File: config.mk
export PLATFORM = sky130hd
export DESIGN_NAME = dpsk_demod_fine_afc_top
export DESIGN_NICKNAME = d
export VERILOG_FILES = /design/src/rtl/dfa_pkg.sv /design/src/rtl/dfa_ctrl.sv /design/src/rtl/dfa_datapath.sv /design/src/rtl/dpsk_demod_fine_afc_top.sv
export SDC_FILE = /design/constraint.sdc
export NUM_CORES = 2
export LEC_CHECK = 0
export BUFFER_PORTS_ARGS = -buffer_cell sky130_fd_sc_hd__buf_2
export CAP_MARGIN = 20
export CORE_AREA = 8 8 571 573
export CTS_CLUSTER_SIZE = 30
export DETAILED_ROUTE_END_ITERATION = 7
export DIE_AREA = 0 0 579 581
export PLACE_DENSITY = 0.46
export REMOVE_ABC_BUFFERS = 1
export SYNTH_ARGS = -nofsm -noshare
export SYNTH_HDL_FRONTEND = slang
export SYNTH_SLANG_ARGS = --single-unit
File: constraint.sdc
create_clock -name clk_i -period 16.8 [get_ports clk_i]
set_clock_uncertainty 0.1 [all_clocks]
set_input_delay 0.84 -clock clk_i [delete_from_list [all_inputs] [get_ports clk_i]]
set_output_delay 0.84 -clock clk_i [all_outputs]
set_load 0.01 [all_outputs]
File: src/rtl/dfa_pkg.sv
// ----------------------------------------------------------------------------
// dfa_pkg
// Shared types, constants and the arctangent table for the DPSK fine-AFC
// demodulator.
// ----------------------------------------------------------------------------
package dfa_pkg;

  localparam int SampleBitsDef  = 16;
  localparam int CordicStepsDef = 16;
  localparam int DivSteps       = 17;   // quotient bits, enough to saturate to 16 bits
  localparam int WorkW          = 44;   // CORDIC working width, Q29 with headroom
  localparam int StepW          = 5;    // covers up to 24 micro-rotations
  localparam int AvgW           = 32;
  localparam int LeakShift      = 5;
  localparam int RoundShift     = 8;    // Q29 to Q21
  localparam int MulSplit       = 18;   // low slice width of the gain multiply
  localparam logic [29:0] InvGain    = 30'd652032874;
  localparam logic [31:0] EighthTurn = 32'h2000_0000;

  typedef enum logic [3:0] {
    OP_NONE,
    OP_LOAD,
    OP_VEC_STEP,
    OP_ROT_STEP,
    OP_MUL_XL,
    OP_MUL_XH,
    OP_MUL_YL,
    OP_MUL_YH,
    OP_ROT_MAG,
    OP_AVG,
    OP_VEC_AVG,
    OP_ROT_D,
    OP_DIV_INIT,
    OP_DIV_STEP,
    OP_RESULT,
    OP_OUT_LOAD
  } dp_op_e;

  typedef struct packed {
    dp_op_e           op;
    logic [StepW-1:0] step;
  } dp_cmd_t;

  typedef struct packed {
    logic mag_nz;
    logic avg_nz;
    logic level_nz;
    logic qpsk;
  } dp_status_t;

  // Binary-angle arctangent of 2^-i, a full turn being 2^32.
  function automatic logic [31:0] atan_val(input logic [StepW-1:0] i);
    logic [31:0] v;
    case (i)
      5'd0:    v = 32'd536870912;
      5'd1:    v = 32'd316933406;
      5'd2:    v = 32'd167458907;
      5'd3:    v = 32'd85004756;
      5'd4:    v = 32'd42667331;
      5'd5:    v = 32'd21354465;
      5'd6:    v = 32'd10679838;
      5'd7:    v = 32'd5340245;
      5'd8:    v = 32'd2670163;
      5'd9:    v = 32'd1335087;
      5'd10:   v = 32'd667544;
      5'd11:   v = 32'd333772;
      5'd12:   v = 32'd166886;
      5'd13:   v = 32'd83443;
      5'd14:   v = 32'd41722;
      5'd15:   v = 32'd20861;
      5'd16:   v = 32'd10430;
      5'd17:   v = 32'd5215;
      5'd18:   v = 32'd2608;
      5'd19:   v = 32'd1304;
      5'd20:   v = 32'd652;
      5'd21:   v = 32'd326;
      5'd22:   v = 32'd163;
      5'd23:   v = 32'd81;
      default: v = 32'd0;
    endcase
    return v;
  endfunction

endpackage

File: src/rtl/dfa_ctrl.sv
// ----------------------------------------------------------------------------
// dfa_ctrl
// Sequencer: steps the shared CORDIC, gain multiplier and divider through the
// work of one symbol and hands the result to the output register.
// ----------------------------------------------------------------------------
module dfa_ctrl #(
  parameter int CordicSteps = dfa_pkg::CordicStepsDef
) (
  input  logic                clk_i,
  input  logic                rst_ni,
  input  logic                in_valid_i,
  output logic                in_ready_o,
  input  logic                out_free_i,
  input  dfa_pkg::dp_status_t status_i,
  output dfa_pkg::dp_cmd_t    cmd_o
);
  import dfa_pkg::*;

  localparam int MaxSteps = (CordicSteps > DivSteps) ? CordicSteps : DivSteps;
  localparam int CntW     = $clog2(MaxSteps);

  typedef enum logic [3:0] {
    S_IDLE, S_VEC, S_ROT, S_MXL, S_MXH, S_MYL, S_MYH, S_MAGCHK,
    S_AVG, S_AVGCHK, S_TURN, S_DIVI, S_DIV, S_RES, S_OUT
  } state_e;

  typedef enum logic [1:0] {PH_D, PH_MAG, PH_AVG, PH_FIN} phase_e;

  state_e          state_q, state_d;
  phase_e          phase_q, phase_d;
  logic [CntW-1:0] cnt_q, cnt_d;
  dp_op_e          op;
  logic            cordic_last, div_last;

  assign cordic_last = (cnt_q == CntW'(CordicSteps - 1));
  assign div_last    = (cnt_q == CntW'(DivSteps - 1));

  always_comb begin
    state_d = state_q;
    phase_d = phase_q;
    cnt_d   = cnt_q;
    op      = OP_NONE;
    case (state_q)
      S_IDLE: begin
        if (in_valid_i) begin
          op      = OP_LOAD;
          phase_d = PH_D;
          cnt_d   = '0;
          state_d = S_VEC;
        end
      end
      S_VEC: begin
        op    = OP_VEC_STEP;
        cnt_d = cnt_q + 1'b1;
        if (cordic_last) begin
          cnt_d   = '0;
          state_d = (phase_q == PH_D) ? S_MXL : S_TURN;
        end
      end
      S_ROT: begin
        op    = OP_ROT_STEP;
        cnt_d = cnt_q + 1'b1;
        if (cordic_last) begin
          cnt_d   = '0;
          state_d = S_MXL;
        end
      end
      S_MXL: begin
        op      = OP_MUL_XL;
        state_d = S_MXH;
      end
      S_MXH: begin
        op      = OP_MUL_XH;
        state_d = (phase_q == PH_D) ? S_MAGCHK : S_MYL;
      end
      S_MYL: begin
        op      = OP_MUL_YL;
        state_d = S_MYH;
      end
      S_MYH: begin
        op = OP_MUL_YH;
        if (phase_q == PH_MAG) begin
          state_d = S_AVG;
        end else begin
          state_d = (status_i.qpsk && status_i.level_nz) ? S_DIVI : S_RES;
        end
      end
      S_MAGCHK: begin
        // A zero magnitude leaves every average untouched.
        if (status_i.mag_nz) begin
          op      = OP_ROT_MAG;
          phase_d = PH_MAG;
          state_d = S_ROT;
        end else begin
          state_d = S_AVGCHK;
        end
      end
      S_AVG: begin
        op      = OP_AVG;
        state_d = S_AVGCHK;
      end
      S_AVGCHK: begin
        if (status_i.avg_nz) begin
          op      = OP_VEC_AVG;
          phase_d = PH_AVG;
          state_d = S_VEC;
        end else begin
          op      = OP_ROT_D;
          phase_d = PH_FIN;
          state_d = S_ROT;
        end
      end
      S_TURN: begin
        op      = OP_ROT_D;
        phase_d = PH_FIN;
        state_d = S_ROT;
      end
      S_DIVI: begin
        op      = OP_DIV_INIT;
        cnt_d   = '0;
        state_d = S_DIV;
      end
      S_DIV: begin
        op    = OP_DIV_STEP;
        cnt_d = cnt_q + 1'b1;
        if (div_last) begin
          cnt_d   = '0;
          state_d = S_RES;
        end
      end
      S_RES: begin
        op      = OP_RESULT;
        state_d = S_OUT;
      end
      S_OUT: begin
        if (out_free_i) begin
          op      = OP_OUT_LOAD;
          state_d = S_IDLE;
        end
      end
      default: state_d = S_IDLE;
    endcase
  end

  always_ff @(posedge clk_i or negedge rst_ni) begin
    if (!rst_ni) begin
      state_q <= S_IDLE;
      phase_q <= PH_D;
      cnt_q   <= '0;
    end else begin
      state_q <= state_d;
      phase_q <= phase_d;
      cnt_q   <= cnt_d;
    end
  end

  assign in_ready_o = (state_q == S_IDLE);
  assign cmd_o.op   = op;
  assign cmd_o.step = StepW'(cnt_q);

endmodule

File: src/rtl/dfa_datapath.sv
// ----------------------------------------------------------------------------
// dfa_datapath
// Shared CORDIC, two-slice gain multiplier, leaky averages, two-lane restoring
// divider and result registers.
// ----------------------------------------------------------------------------
module dfa_datapath #(
  parameter int SampleBits = dfa_pkg::SampleBitsDef
) (
  input  logic                clk_i,
  input  logic                rst_ni,
  input  dfa_pkg::dp_cmd_t    cmd_i,
  input  logic                qpsk_i,
  input  logic [15:0]         diff_real_i,
  input  logic [15:0]         diff_imag_i,
  input  logic [31:0]         sample_tag_i,
  output dfa_pkg::dp_status_t status_o,
  output logic                hard_bit_o,
  output logic [15:0]         soft_first_o,
  output logic [15:0]         soft_second_o,
  output logic [31:0]         tag_out_o
);
  import dfa_pkg::*;

  localparam int HiW   = WorkW - MulSplit;
  localparam int PhW   = HiW + 31;
  localparam int SumW  = WorkW + 31;
  localparam int PloW  = MulSplit + 30;
  localparam int DivW  = 48;

  logic signed [WorkW-1:0] x_q, y_q, ux_q, uy_q;
  logic signed [33:0]      z_q;
  logic signed [31:0]      x0_q, y0_q, ar_q, ai_q;
  logic [31:0]             lv_q, mag21_q, tag_q;
  logic [PloW-1:0]         plo_q;
  logic [DivW-1:0]         r_q [2];
  logic [DivW-1:0]         d_q;
  logic [DivSteps-1:0]     qt_q [2];
  logic                    neg_q [2];
  logic                    ovf_q [2];
  logic                    hard_q;
  logic [15:0]             soft_q [2];

  function automatic logic signed [WorkW-1:0] to_work(input logic [15:0] raw);
    logic [SampleBits-1:0] r;
    r = SampleBits'(raw);
    return WorkW'($signed(r)) <<< (32 - SampleBits);
  endfunction

  function automatic logic signed [WorkW-1:0] round21(input logic signed [WorkW-1:0] v);
    return (v + WorkW'(128)) >>> RoundShift;
  endfunction

  // Combinational helpers for the CORDIC and the multiplier.
  logic signed [WorkW-1:0] xs, ys, vx_in, vy_in, rx_in, ry_in;
  logic signed [WorkW-1:0] vx_i, vy_i, rx_i, ry_i;
  logic signed [33:0]      vz_i, rz_i, atn, zs;
  logic [31:0]             rot_angle, turn;
  logic signed [31:0]      psi, psi_sh;
  logic signed [WorkW-1:0] src, mul_res, mag21, rx21, ry21;
  logic signed [PhW-1:0]   ph;
  logic signed [SumW-1:0]  msum;
  logic signed [WorkW-1:0] ar_w, ai_w;
  logic signed [33:0]      lv_w, lv_n;
  logic                    sh2;

  assign sh2 = qpsk_i;
  assign xs  = x_q >>> cmd_i.step;
  assign ys  = y_q >>> cmd_i.step;
  assign atn = $signed({2'b00, atan_val(cmd_i.step)});

  // Vectoring start: fold the left half plane over.
  assign vx_in = (cmd_i.op == OP_LOAD) ? to_work(diff_real_i) : (WorkW'(ar_q) <<< 8);
  assign vy_in = (cmd_i.op == OP_LOAD) ? to_work(diff_imag_i) : (WorkW'(ai_q) <<< 8);
  always_comb begin
    if (vx_in < 0) begin
      vx_i = -vx_in;
      vy_i = -vy_in;
      vz_i = 34'sh0_8000_0000;
    end else begin
      vx_i = vx_in;
      vy_i = vy_in;
      vz_i = '0;
    end
  end

  // Rotation start: angles beyond a quarter turn are taken as a half turn plus the rest.
  assign psi    = $signed(z_q[31:0]);
  assign psi_sh = sh2 ? (psi >>> 2) : (psi >>> 1);
  assign turn   = (status_o.avg_nz ? 32'(-psi_sh) : 32'd0) + (qpsk_i ? EighthTurn : 32'd0);
  assign rot_angle = (cmd_i.op == OP_ROT_MAG) ? (sh2 ? z_q[31:0] << 2 : z_q[31:0] << 1)
                                              : turn;
  assign rx_in = (cmd_i.op == OP_ROT_MAG) ? ux_q : WorkW'(x0_q);
  assign ry_in = (cmd_i.op == OP_ROT_MAG) ? '0   : WorkW'(y0_q);
  assign zs    = $signed({{2{rot_angle[31]}}, rot_angle});
  always_comb begin
    if (zs > 34'sd1073741824 || zs < -34'sd1073741824) begin
      rx_i = -rx_in;
      ry_i = -ry_in;
      rz_i = (zs > 0) ? zs - 34'sd2147483648 : zs + 34'sd2147483648;
    end else begin
      rx_i = rx_in;
      ry_i = ry_in;
      rz_i = zs;
    end
  end

  // Gain removal in two slices: low slice unsigned, high slice signed.
  assign src     = (cmd_i.op == OP_MUL_XL || cmd_i.op == OP_MUL_XH) ? x_q : y_q;
  assign ph      = $signed(src[WorkW-1:MulSplit]) * $signed({1'b0, InvGain});
  assign msum    = (SumW'(ph) <<< MulSplit) + $signed({{(SumW-PloW){1'b0}}, plo_q});
  assign mul_res = WorkW'(msum >>> 30);

  assign mag21 = round21(ux_q);
  assign rx21  = round21(ux_q);
  assign ry21  = round21(uy_q);
  assign ar_w  = WorkW'(ar_q);
  assign ai_w  = WorkW'(ai_q);
  assign lv_w  = $signed({2'b00, lv_q});
  assign lv_n  = (lv_q == '0) ? $signed({2'b00, mag21_q})
                              : lv_w + (($signed({2'b00, mag21_q}) - lv_w) >>> LeakShift);

  // Per-lane result formatting.
  function automatic logic [15:0] soft_fmt(input logic signed [WorkW-1:0] comp,
                                           input logic lv_zero, input logic ovf,
                                           input logic neg, input logic [DivSteps-1:0] qt);
    logic signed [WorkW-1:0] v;
    logic [15:0]             res;
    v = (-comp) >>> (29 - 11);
    if (lv_zero) begin
      if (v > WorkW'(32767))       res = 16'h7FFF;
      else if (v < -WorkW'(32768)) res = 16'h8000;
      else                         res = v[15:0];
    end else if (ovf) begin
      res = neg ? 16'h8000 : 16'h7FFF;
    end else if (neg) begin
      res = (qt > DivSteps'(32768)) ? 16'h8000 : 16'(-qt);
    end else begin
      res = (qt > DivSteps'(32767)) ? 16'h7FFF : qt[15:0];
    end
    return res;
  endfunction

  logic signed [WorkW-1:0] comp [2];
  assign comp[0] = ux_q;
  assign comp[1] = uy_q;

  always_ff @(posedge clk_i or negedge rst_ni) begin
    if (!rst_ni) begin
      ar_q <= '0;
      ai_q <= '0;
      lv_q <= '0;
    end else if (cmd_i.op == OP_AVG) begin
      ar_q <= 32'(ar_w + ((rx21 - ar_w) >>> LeakShift));
      ai_q <= 32'(ai_w + ((ry21 - ai_w) >>> LeakShift));
      lv_q <= 32'(lv_n);
    end
  end

  always_ff @(posedge clk_i) begin
    case (cmd_i.op)
      OP_LOAD: begin
        x0_q  <= 32'(to_work(diff_real_i));
        y0_q  <= 32'(to_work(diff_imag_i));
        tag_q <= sample_tag_i;
        x_q   <= vx_i;
        y_q   <= vy_i;
        z_q   <= vz_i;
      end
      OP_VEC_AVG: begin
        x_q <= vx_i;
        y_q <= vy_i;
        z_q <= vz_i;
      end
      OP_VEC_STEP: begin
        if (y_q > 0) begin
          x_q <= x_q + ys;
          y_q <= y_q - xs;
          z_q <= z_q + atn;
        end else begin
          x_q <= x_q - ys;
          y_q <= y_q + xs;
          z_q <= z_q - atn;
        end
      end
      OP_ROT_MAG, OP_ROT_D: begin
        if (cmd_i.op == OP_ROT_MAG) begin
          mag21_q <= 32'(mag21);
        end
        x_q <= rx_i;
        y_q <= ry_i;
        z_q <= rz_i;
      end
      OP_ROT_STEP: begin
        if (z_q >= 0) begin
          x_q <= x_q - ys;
          y_q <= y_q + xs;
          z_q <= z_q - atn;
        end else begin
          x_q <= x_q + ys;
          y_q <= y_q - xs;
          z_q <= z_q + atn;
        end
      end
      OP_MUL_XL, OP_MUL_YL: plo_q <= src[MulSplit-1:0] * InvGain;
      OP_MUL_XH: ux_q <= mul_res;
      OP_MUL_YH: uy_q <= mul_res;
      OP_DIV_INIT: begin
        d_q <= DivW'(lv_q) << (DivSteps - 1);
        for (int k = 0; k < 2; k++) begin
          logic [DivW-1:0] n;
          n        = DivW'((comp[k] < 0) ? -comp[k] : comp[k]) << 3;
          r_q[k]  <= n;
          qt_q[k] <= '0;
          neg_q[k] <= (comp[k] > 0);
          ovf_q[k] <= ({1'b0, n} >= {lv_q, {DivSteps{1'b0}}});
        end
      end
      OP_DIV_STEP: begin
        d_q <= d_q >> 1;
        for (int k = 0; k < 2; k++) begin
          if (r_q[k] >= d_q) begin
            r_q[k]  <= r_q[k] - d_q;
            qt_q[k] <= {qt_q[k][DivSteps-2:0], 1'b1};
          end else begin
            qt_q[k] <= {qt_q[k][DivSteps-2:0], 1'b0};
          end
        end
      end
      OP_RESULT: begin
        hard_q <= !qpsk_i && (ux_q > 0);
        for (int k = 0; k < 2; k++) begin
          soft_q[k] <= qpsk_i ? soft_fmt(comp[k], lv_q == '0, ovf_q[k], neg_q[k], qt_q[k])
                              : 16'd0;
        end
      end
      default: ;
    endcase
  end

  assign status_o.mag_nz   = (mag21 > 0);
  assign status_o.avg_nz   = (ar_q != '0) || (ai_q != '0);
  assign status_o.level_nz = (lv_q != '0);
  assign status_o.qpsk     = qpsk_i;

  assign hard_bit_o    = hard_q;
  assign soft_first_o  = soft_q[0];
  assign soft_second_o = soft_q[1];
  assign tag_out_o     = tag_q;

endmodule

File: src/rtl/dpsk_demod_fine_afc_top.sv
// ----------------------------------------------------------------------------
// dpsk_demod_fine_afc_top
// DPSK decision stage with power-law fine AFC.
// ----------------------------------------------------------------------------
// One symbol is processed at a time. The single shared CORDIC makes four
// passes at one micro-rotation per cycle: vectoring the phasor, rotating the
// raised term, vectoring the average and rotating the phasor back. A gain
// multiply of the x component (low and high slice) follows the first pass
// and one of both components follows each rotation. In QPSK with a nonzero
// level a serial divider (a load step and 17 quotient bits) forms the soft
// values; BPSK skips it. A zero magnitude skips the raised-term pass and a
// zero average skips the average pass. The finished result sits in an output
// register, so the next symbol is accepted while it waits to be taken.
// qpsk_mode should be written only while the block is idle.
module dpsk_demod_fine_afc_top #(
  parameter int SampleBits  = dfa_pkg::SampleBitsDef,
  parameter int CordicSteps = dfa_pkg::CordicStepsDef
) (
  input  logic        clk_i,
  input  logic        rst_ni,
  input  logic        cfg_valid_i,
  output logic        cfg_ready_o,
  input  logic [0:0]  cfg_data_i,     // qpsk_mode
  input  logic        s_axis_tvalid,
  output logic        s_axis_tready,
  input  logic [63:0] s_axis_tdata,   // diff_real[15:0], diff_imag[31:16], sample_tag[63:32]
  output logic        m_axis_tvalid,
  input  logic        m_axis_tready,
  output logic [71:0] m_axis_tdata    // hard_bit[0], soft_first[16:1], soft_second[32:17],
                                      // tag_out[64:33], zero[71:65]
);
  import dfa_pkg::*;

  logic       mode_q;
  logic       out_valid_q;
  logic [64:0] out_data_q;
  logic       out_free;
  dp_cmd_t    cmd;
  dp_status_t status;
  logic       hard_bit;
  logic [15:0] soft_first, soft_second;
  logic [31:0] tag_out;

  assign cfg_ready_o = 1'b1;

  always_ff @(posedge clk_i or negedge rst_ni) begin
    if (!rst_ni) begin
      mode_q <= 1'b0;
    end else if (cfg_valid_i) begin
      mode_q <= cfg_data_i[0];
    end
  end

  assign out_free = !out_valid_q || m_axis_tready;

  dfa_ctrl #(
    .CordicSteps(CordicSteps)
  ) u_ctrl (
    .clk_i      (clk_i),
    .rst_ni     (rst_ni),
    .in_valid_i (s_axis_tvalid),
    .in_ready_o (s_axis_tready),
    .out_free_i (out_free),
    .status_i   (status),
    .cmd_o      (cmd)
  );

  dfa_datapath #(
    .SampleBits(SampleBits)
  ) u_datapath (
    .clk_i         (clk_i),
    .rst_ni        (rst_ni),
    .cmd_i         (cmd),
    .qpsk_i        (mode_q),
    .diff_real_i   (s_axis_tdata[15:0]),
    .diff_imag_i   (s_axis_tdata[31:16]),
    .sample_tag_i  (s_axis_tdata[63:32]),
    .status_o      (status),
    .hard_bit_o    (hard_bit),
    .soft_first_o  (soft_first),
    .soft_second_o (soft_second),
    .tag_out_o     (tag_out)
  );

  always_ff @(posedge clk_i or negedge rst_ni) begin
    if (!rst_ni) begin
      out_valid_q <= 1'b0;
    end else if (cmd.op == OP_OUT_LOAD) begin
      out_valid_q <= 1'b1;
    end else if (m_axis_tready) begin
      out_valid_q <= 1'b0;
    end
  end

  always_ff @(posedge clk_i) begin
    if (cmd.op == OP_OUT_LOAD) begin
      out_data_q <= {tag_out, soft_second, soft_first, hard_bit};
    end
  end

  assign m_axis_tvalid = out_valid_q;
  assign m_axis_tdata  = {7'd0, out_data_q};

  // A pending result is never overwritten.
  a_no_overwrite: assert property (@(posedge clk_i) disable iff (!rst_ni)
    (cmd.op == OP_OUT_LOAD && out_valid_q) |-> m_axis_tready)
    else $error("output register overwritten while a result was pending");

  // Once a symbol is taken, no second one is taken until it is finished.
  a_one_at_a_time: assert property (@(posedge clk_i) disable iff (!rst_ni)
    (s_axis_tvalid && s_axis_tready) |=> !s_axis_tready)
    else $error("input accepted while a symbol is in progress");

  // A result only appears after the sequencer has loaded one.
  a_valid_source: assert property (@(posedge clk_i) disable iff (!rst_ni)
    $rose(m_axis_tvalid) |-> $past(cmd.op == OP_OUT_LOAD))
    else $error("output valid raised without a result load");

endmodule
==> qor.csv <==
stage,metric,value,unit
status,status,completed,
cts,cts-root-buf,clkbuf_16,
drt,drc,0,
global_routing,grt_max_degree,173,
die,io_pins,145,
logic_synthesis,synth_most_common_cell,inv_1,
logic_synthesis,synth_compound_area_share,19.0,%
logic_synthesis,synth.distinct_cells,117,
drt,post_drt_via_cell_ratio,5.52,
cts,cts_setup_buffers,0,
worst_hold_path,hp-start,s_axis_tdata[43],
worst_setup_path,endpoint_kind,flip-flop,
cts,clk_latency,0.77,ns
timing,rsz0062_at_grt,false,
timing,finalHoldViolations,0,
layout,fill_cells,33100,
cts,cts_tree,yes,
logic_synthesis,synth_top_flop_cell,edfxtp_1,
logic_synthesis,muxShareOfSynthArea,3.64,%
logic_synthesis,synthAdderAreaFrac,25.5,%
logic_synthesis,synth_top_family_by_area,adder cells,
die,die_area,336000,um^2
worst_setup_path,slowest_stage,dfrtp_1,
placed_design,dp_hpwl,320,mm
worst_setup_path,cp_max_fo,48,
die,fp.dieW,579,um
worst_setup_path,regToRegSetupSlack,3.88,ns
global_routing,grt_overflow_total,0,
worst_setup_path,r2r-end,u_datapath.uy_q[43]$_DFFE_PN_,
worst_hold_path,worstHoldPathCells,1,
logic_synthesis,synth-seq-cells,724,
cts,htree_levels,3,
die,start_util,29.8,%
worst_hold_path,hold_end,u_datapath.tag_out_o[11]$_DFFE_PN_,
drt,antenna_left,0,
timing,fin_crit_sh,76.9,%
timing,tns,0,ns
cts,cts_made_buffers,97,
drt,wire_per_inst,26.1,um
cts,cts.sinks,724,
logic_synthesis,ys_seq_area_share,22.4,%
timing,setup_viol,0,
worst_setup_path,cp_data_arrival_time,13.28,ns
logic_synthesis,synth_edf_count,614,
run,cap_viol_max_count,0,
die,core_area,317000,um^2
layout,multi_input_area,66900,um^2
logic_synthesis,synth-simple-area-share,15.9,%
die,die_h,581,um
timing,drv_slew,0,
layout,seqCellArea,21200,um^2
timing,layout_min_cycle_time,12.92,ns
worst_setup_path,worst_ep_required_time,17.16,ns
layout,syn2layout_area_growth,9.31,%
worst_hold_path,hold_class,in2reg,
cts,clkTransAtPathRegs,0.06,ns
logic_synthesis,synth_area,94400,um^2
timing,worst_pin_slew,1.15,ns
timing,fmax,77.4,MHz
worst_setup_path,reg2reg_depth,43,
global_routing,antenna_found_initial,29,
worst_setup_path,cpPeakStageDelay,1.06,ns
global_routing,grt_pass1_vias,81600,
drt,dr.pass1.iters,7,
worst_setup_path,cp-start-kind,flip-flop,
logic_synthesis,synthTopCellsByCount,"inv_1, ha_1, nand2_1, nor2_1, a21oi_1",
logic_synthesis,yosysWarnings,0,
layout,nNetsFinal,12500,
worst_setup_path,critPathKind,reg2reg,
logic_synthesis,synth_cells,11000,
placed_design,place.gp.congestion,0.941,
worst_setup_path,crit_buf_inv,7,
layout,drive_above_1_share,6.58,%
logic_synthesis,synth_top_area_share,19.5,%
cts,cts.path.max_buffers,3,
logic_synthesis,async_flop_share,15.1,%
drt,num_vias,83600,
placed_design,port_buffers,136,
cts,cts.repair.resized,0,
global_routing,grtUsageTotal,22.5,%
timing,maxSlewHeadroom,22.9,%
die,rows,207,
drt,drt_iter0_drc,7996,
logic_synthesis,synth_xor_area_share,6.46,%
logic_synthesis,synth_area_leaders,"edfxtp_1, ha_1, fa_1",
drt,routed_wl,395,mm
logic_synthesis,syn_area_per_cell,8.62,um^2
global_routing,grt_pass1_wl,569,mm
worst_setup_path,reg2reg_from,u_ctrl.state_q[1]$_DFFE_PN0P_,
logic_synthesis,synth_top_cell_by_area,edfxtp_1,
worst_setup_path,cp_top_family,adder cells,
==> metal layers <==
metal,up-vias,GRT usage (%),wire (um)
met5,-,0,76
met4,10,9.74,21900
met3,567,3.08,23200
met2,2940,36.2,177000
met1,41500,30.2,172000
li1,38600,-,-
==> how the worst max path moves through the flow <==
stage	start	end	slack, ns	cells past startpoint
6_report	u_ctrl.state_q[1]$_DFFE_PN0P_	u_datapath.uy_q[43]$_DFFE_PN_	3.88	43
5_1_grt	u_ctrl.state_q[1]$_DFFE_PN0P_	u_datapath.uy_q[43]$_DFFE_PN_	3.09	43
4_1_cts	u_ctrl.state_q[1]$_DFFE_PN0P_	u_datapath.uy_q[43]$_DFFE_PN_	3.96	43
3_5_place_dp	u_ctrl.state_q[1]$_DFFE_PN0P_	u_datapath.ux_q[43]$_DFFE_PP_	4.05	43
3_3_place_gp	u_ctrl.state_q[1]$_DFFE_PN0P_	u_datapath.ux_q[43]$_DFFE_PP_	4.16	43
2_1_floorplan	u_ctrl.state_q[2]$_DFFE_PN0P_	u_datapath.ux_q[43]$_DFFE_PP_	3.63	41
==> layout by cell type (no fill, tap or decap), types with 144 or more instances in the layout <==
cell and instances:
ha_1 1053, edfxtp_1 614, nor2_1 911, mux2i_1 148
a21o_1 202, nand2_1 917, xor2_1 263, fa_1 547
nor2b_1 145, nor3_1 232, o21ai_0 646, nand3_1 193
inv_1 1214, xnor2_1 433, buf_4 144, a21oi_1 775
==> per-stage QoR <==
step / setup slack, ns / instance area, um^2 / cells / utilization, % / hold slack, ns
final: 3.88 / 103000 / 15100 / 32.6 / 0.172
after global placement: 4.16 / 99700 / 14900 / 31.5 / 0.300
after detailed placement: 4.05 / 99700 / 14900 / 31.5 / 0.305
after floorplan: 3.63 / 92500 / 10500 / - / 0.300
after global routing: 3.09 / 103000 / 15100 / 32.6 / 0.101
after CTS: 3.96 / 103000 / 15100 / 32.6 / 0.0765
==> final cells by class <==
class / count / share of cell area [%]
sequential: 724 / 20.5
antenna: 24 / 0.0582
timing repair buffer: 285 / 1.76
clock buffer: 113 / 2.43
inverter: 1221 / 4.45
tap: 4180 / 5.07
multi-input combinational: 8530 / 64.8
clock inverter: 69 / 0.884
==> timing repair <==
| action | in CTS | in global routing |
|---|---|---|
| hold endpoints to repair | 22 | 0 |
| hold buffers | 1 | 0 |
| setup endpoints to repair | 0 | 0 |
==> sequential cells by signal, indices dropped and copies added (netlist names), 29 cells and up <==
signal and cells:
out_data_q 33, u_datapath.lv_q 32, u_datapath.uy_q 44, u_datapath.tag_out_o 32
u_datapath.x_q 44, u_datapath.y_q 44, u_datapath.d_q 48, u_datapath.z_q 34
u_datapath.mag21_q 32, u_datapath.soft_q 32, u_datapath.ux_q 44, u_datapath.r_q 96
u_datapath.ai_q 32, u_datapath.qt_q 34, u_datapath.ar_q 32, m_axis_tdata 32
u_datapath.plo_q 29
==> kinds of logic after synthesis <==
group / count (synthesis)
DFF: 724
and+or+nand+nor: 3164
adders and majority gates: 1600
buffers and inverters: 1712
muxes: 270
other: 2
xor gates and xnor gates: 696
AOI/OAI and AO/OA: 2790
Power is not shown: default switching activity piles up to over one toggle a cycle in this logic, so the estimate is an artifact.
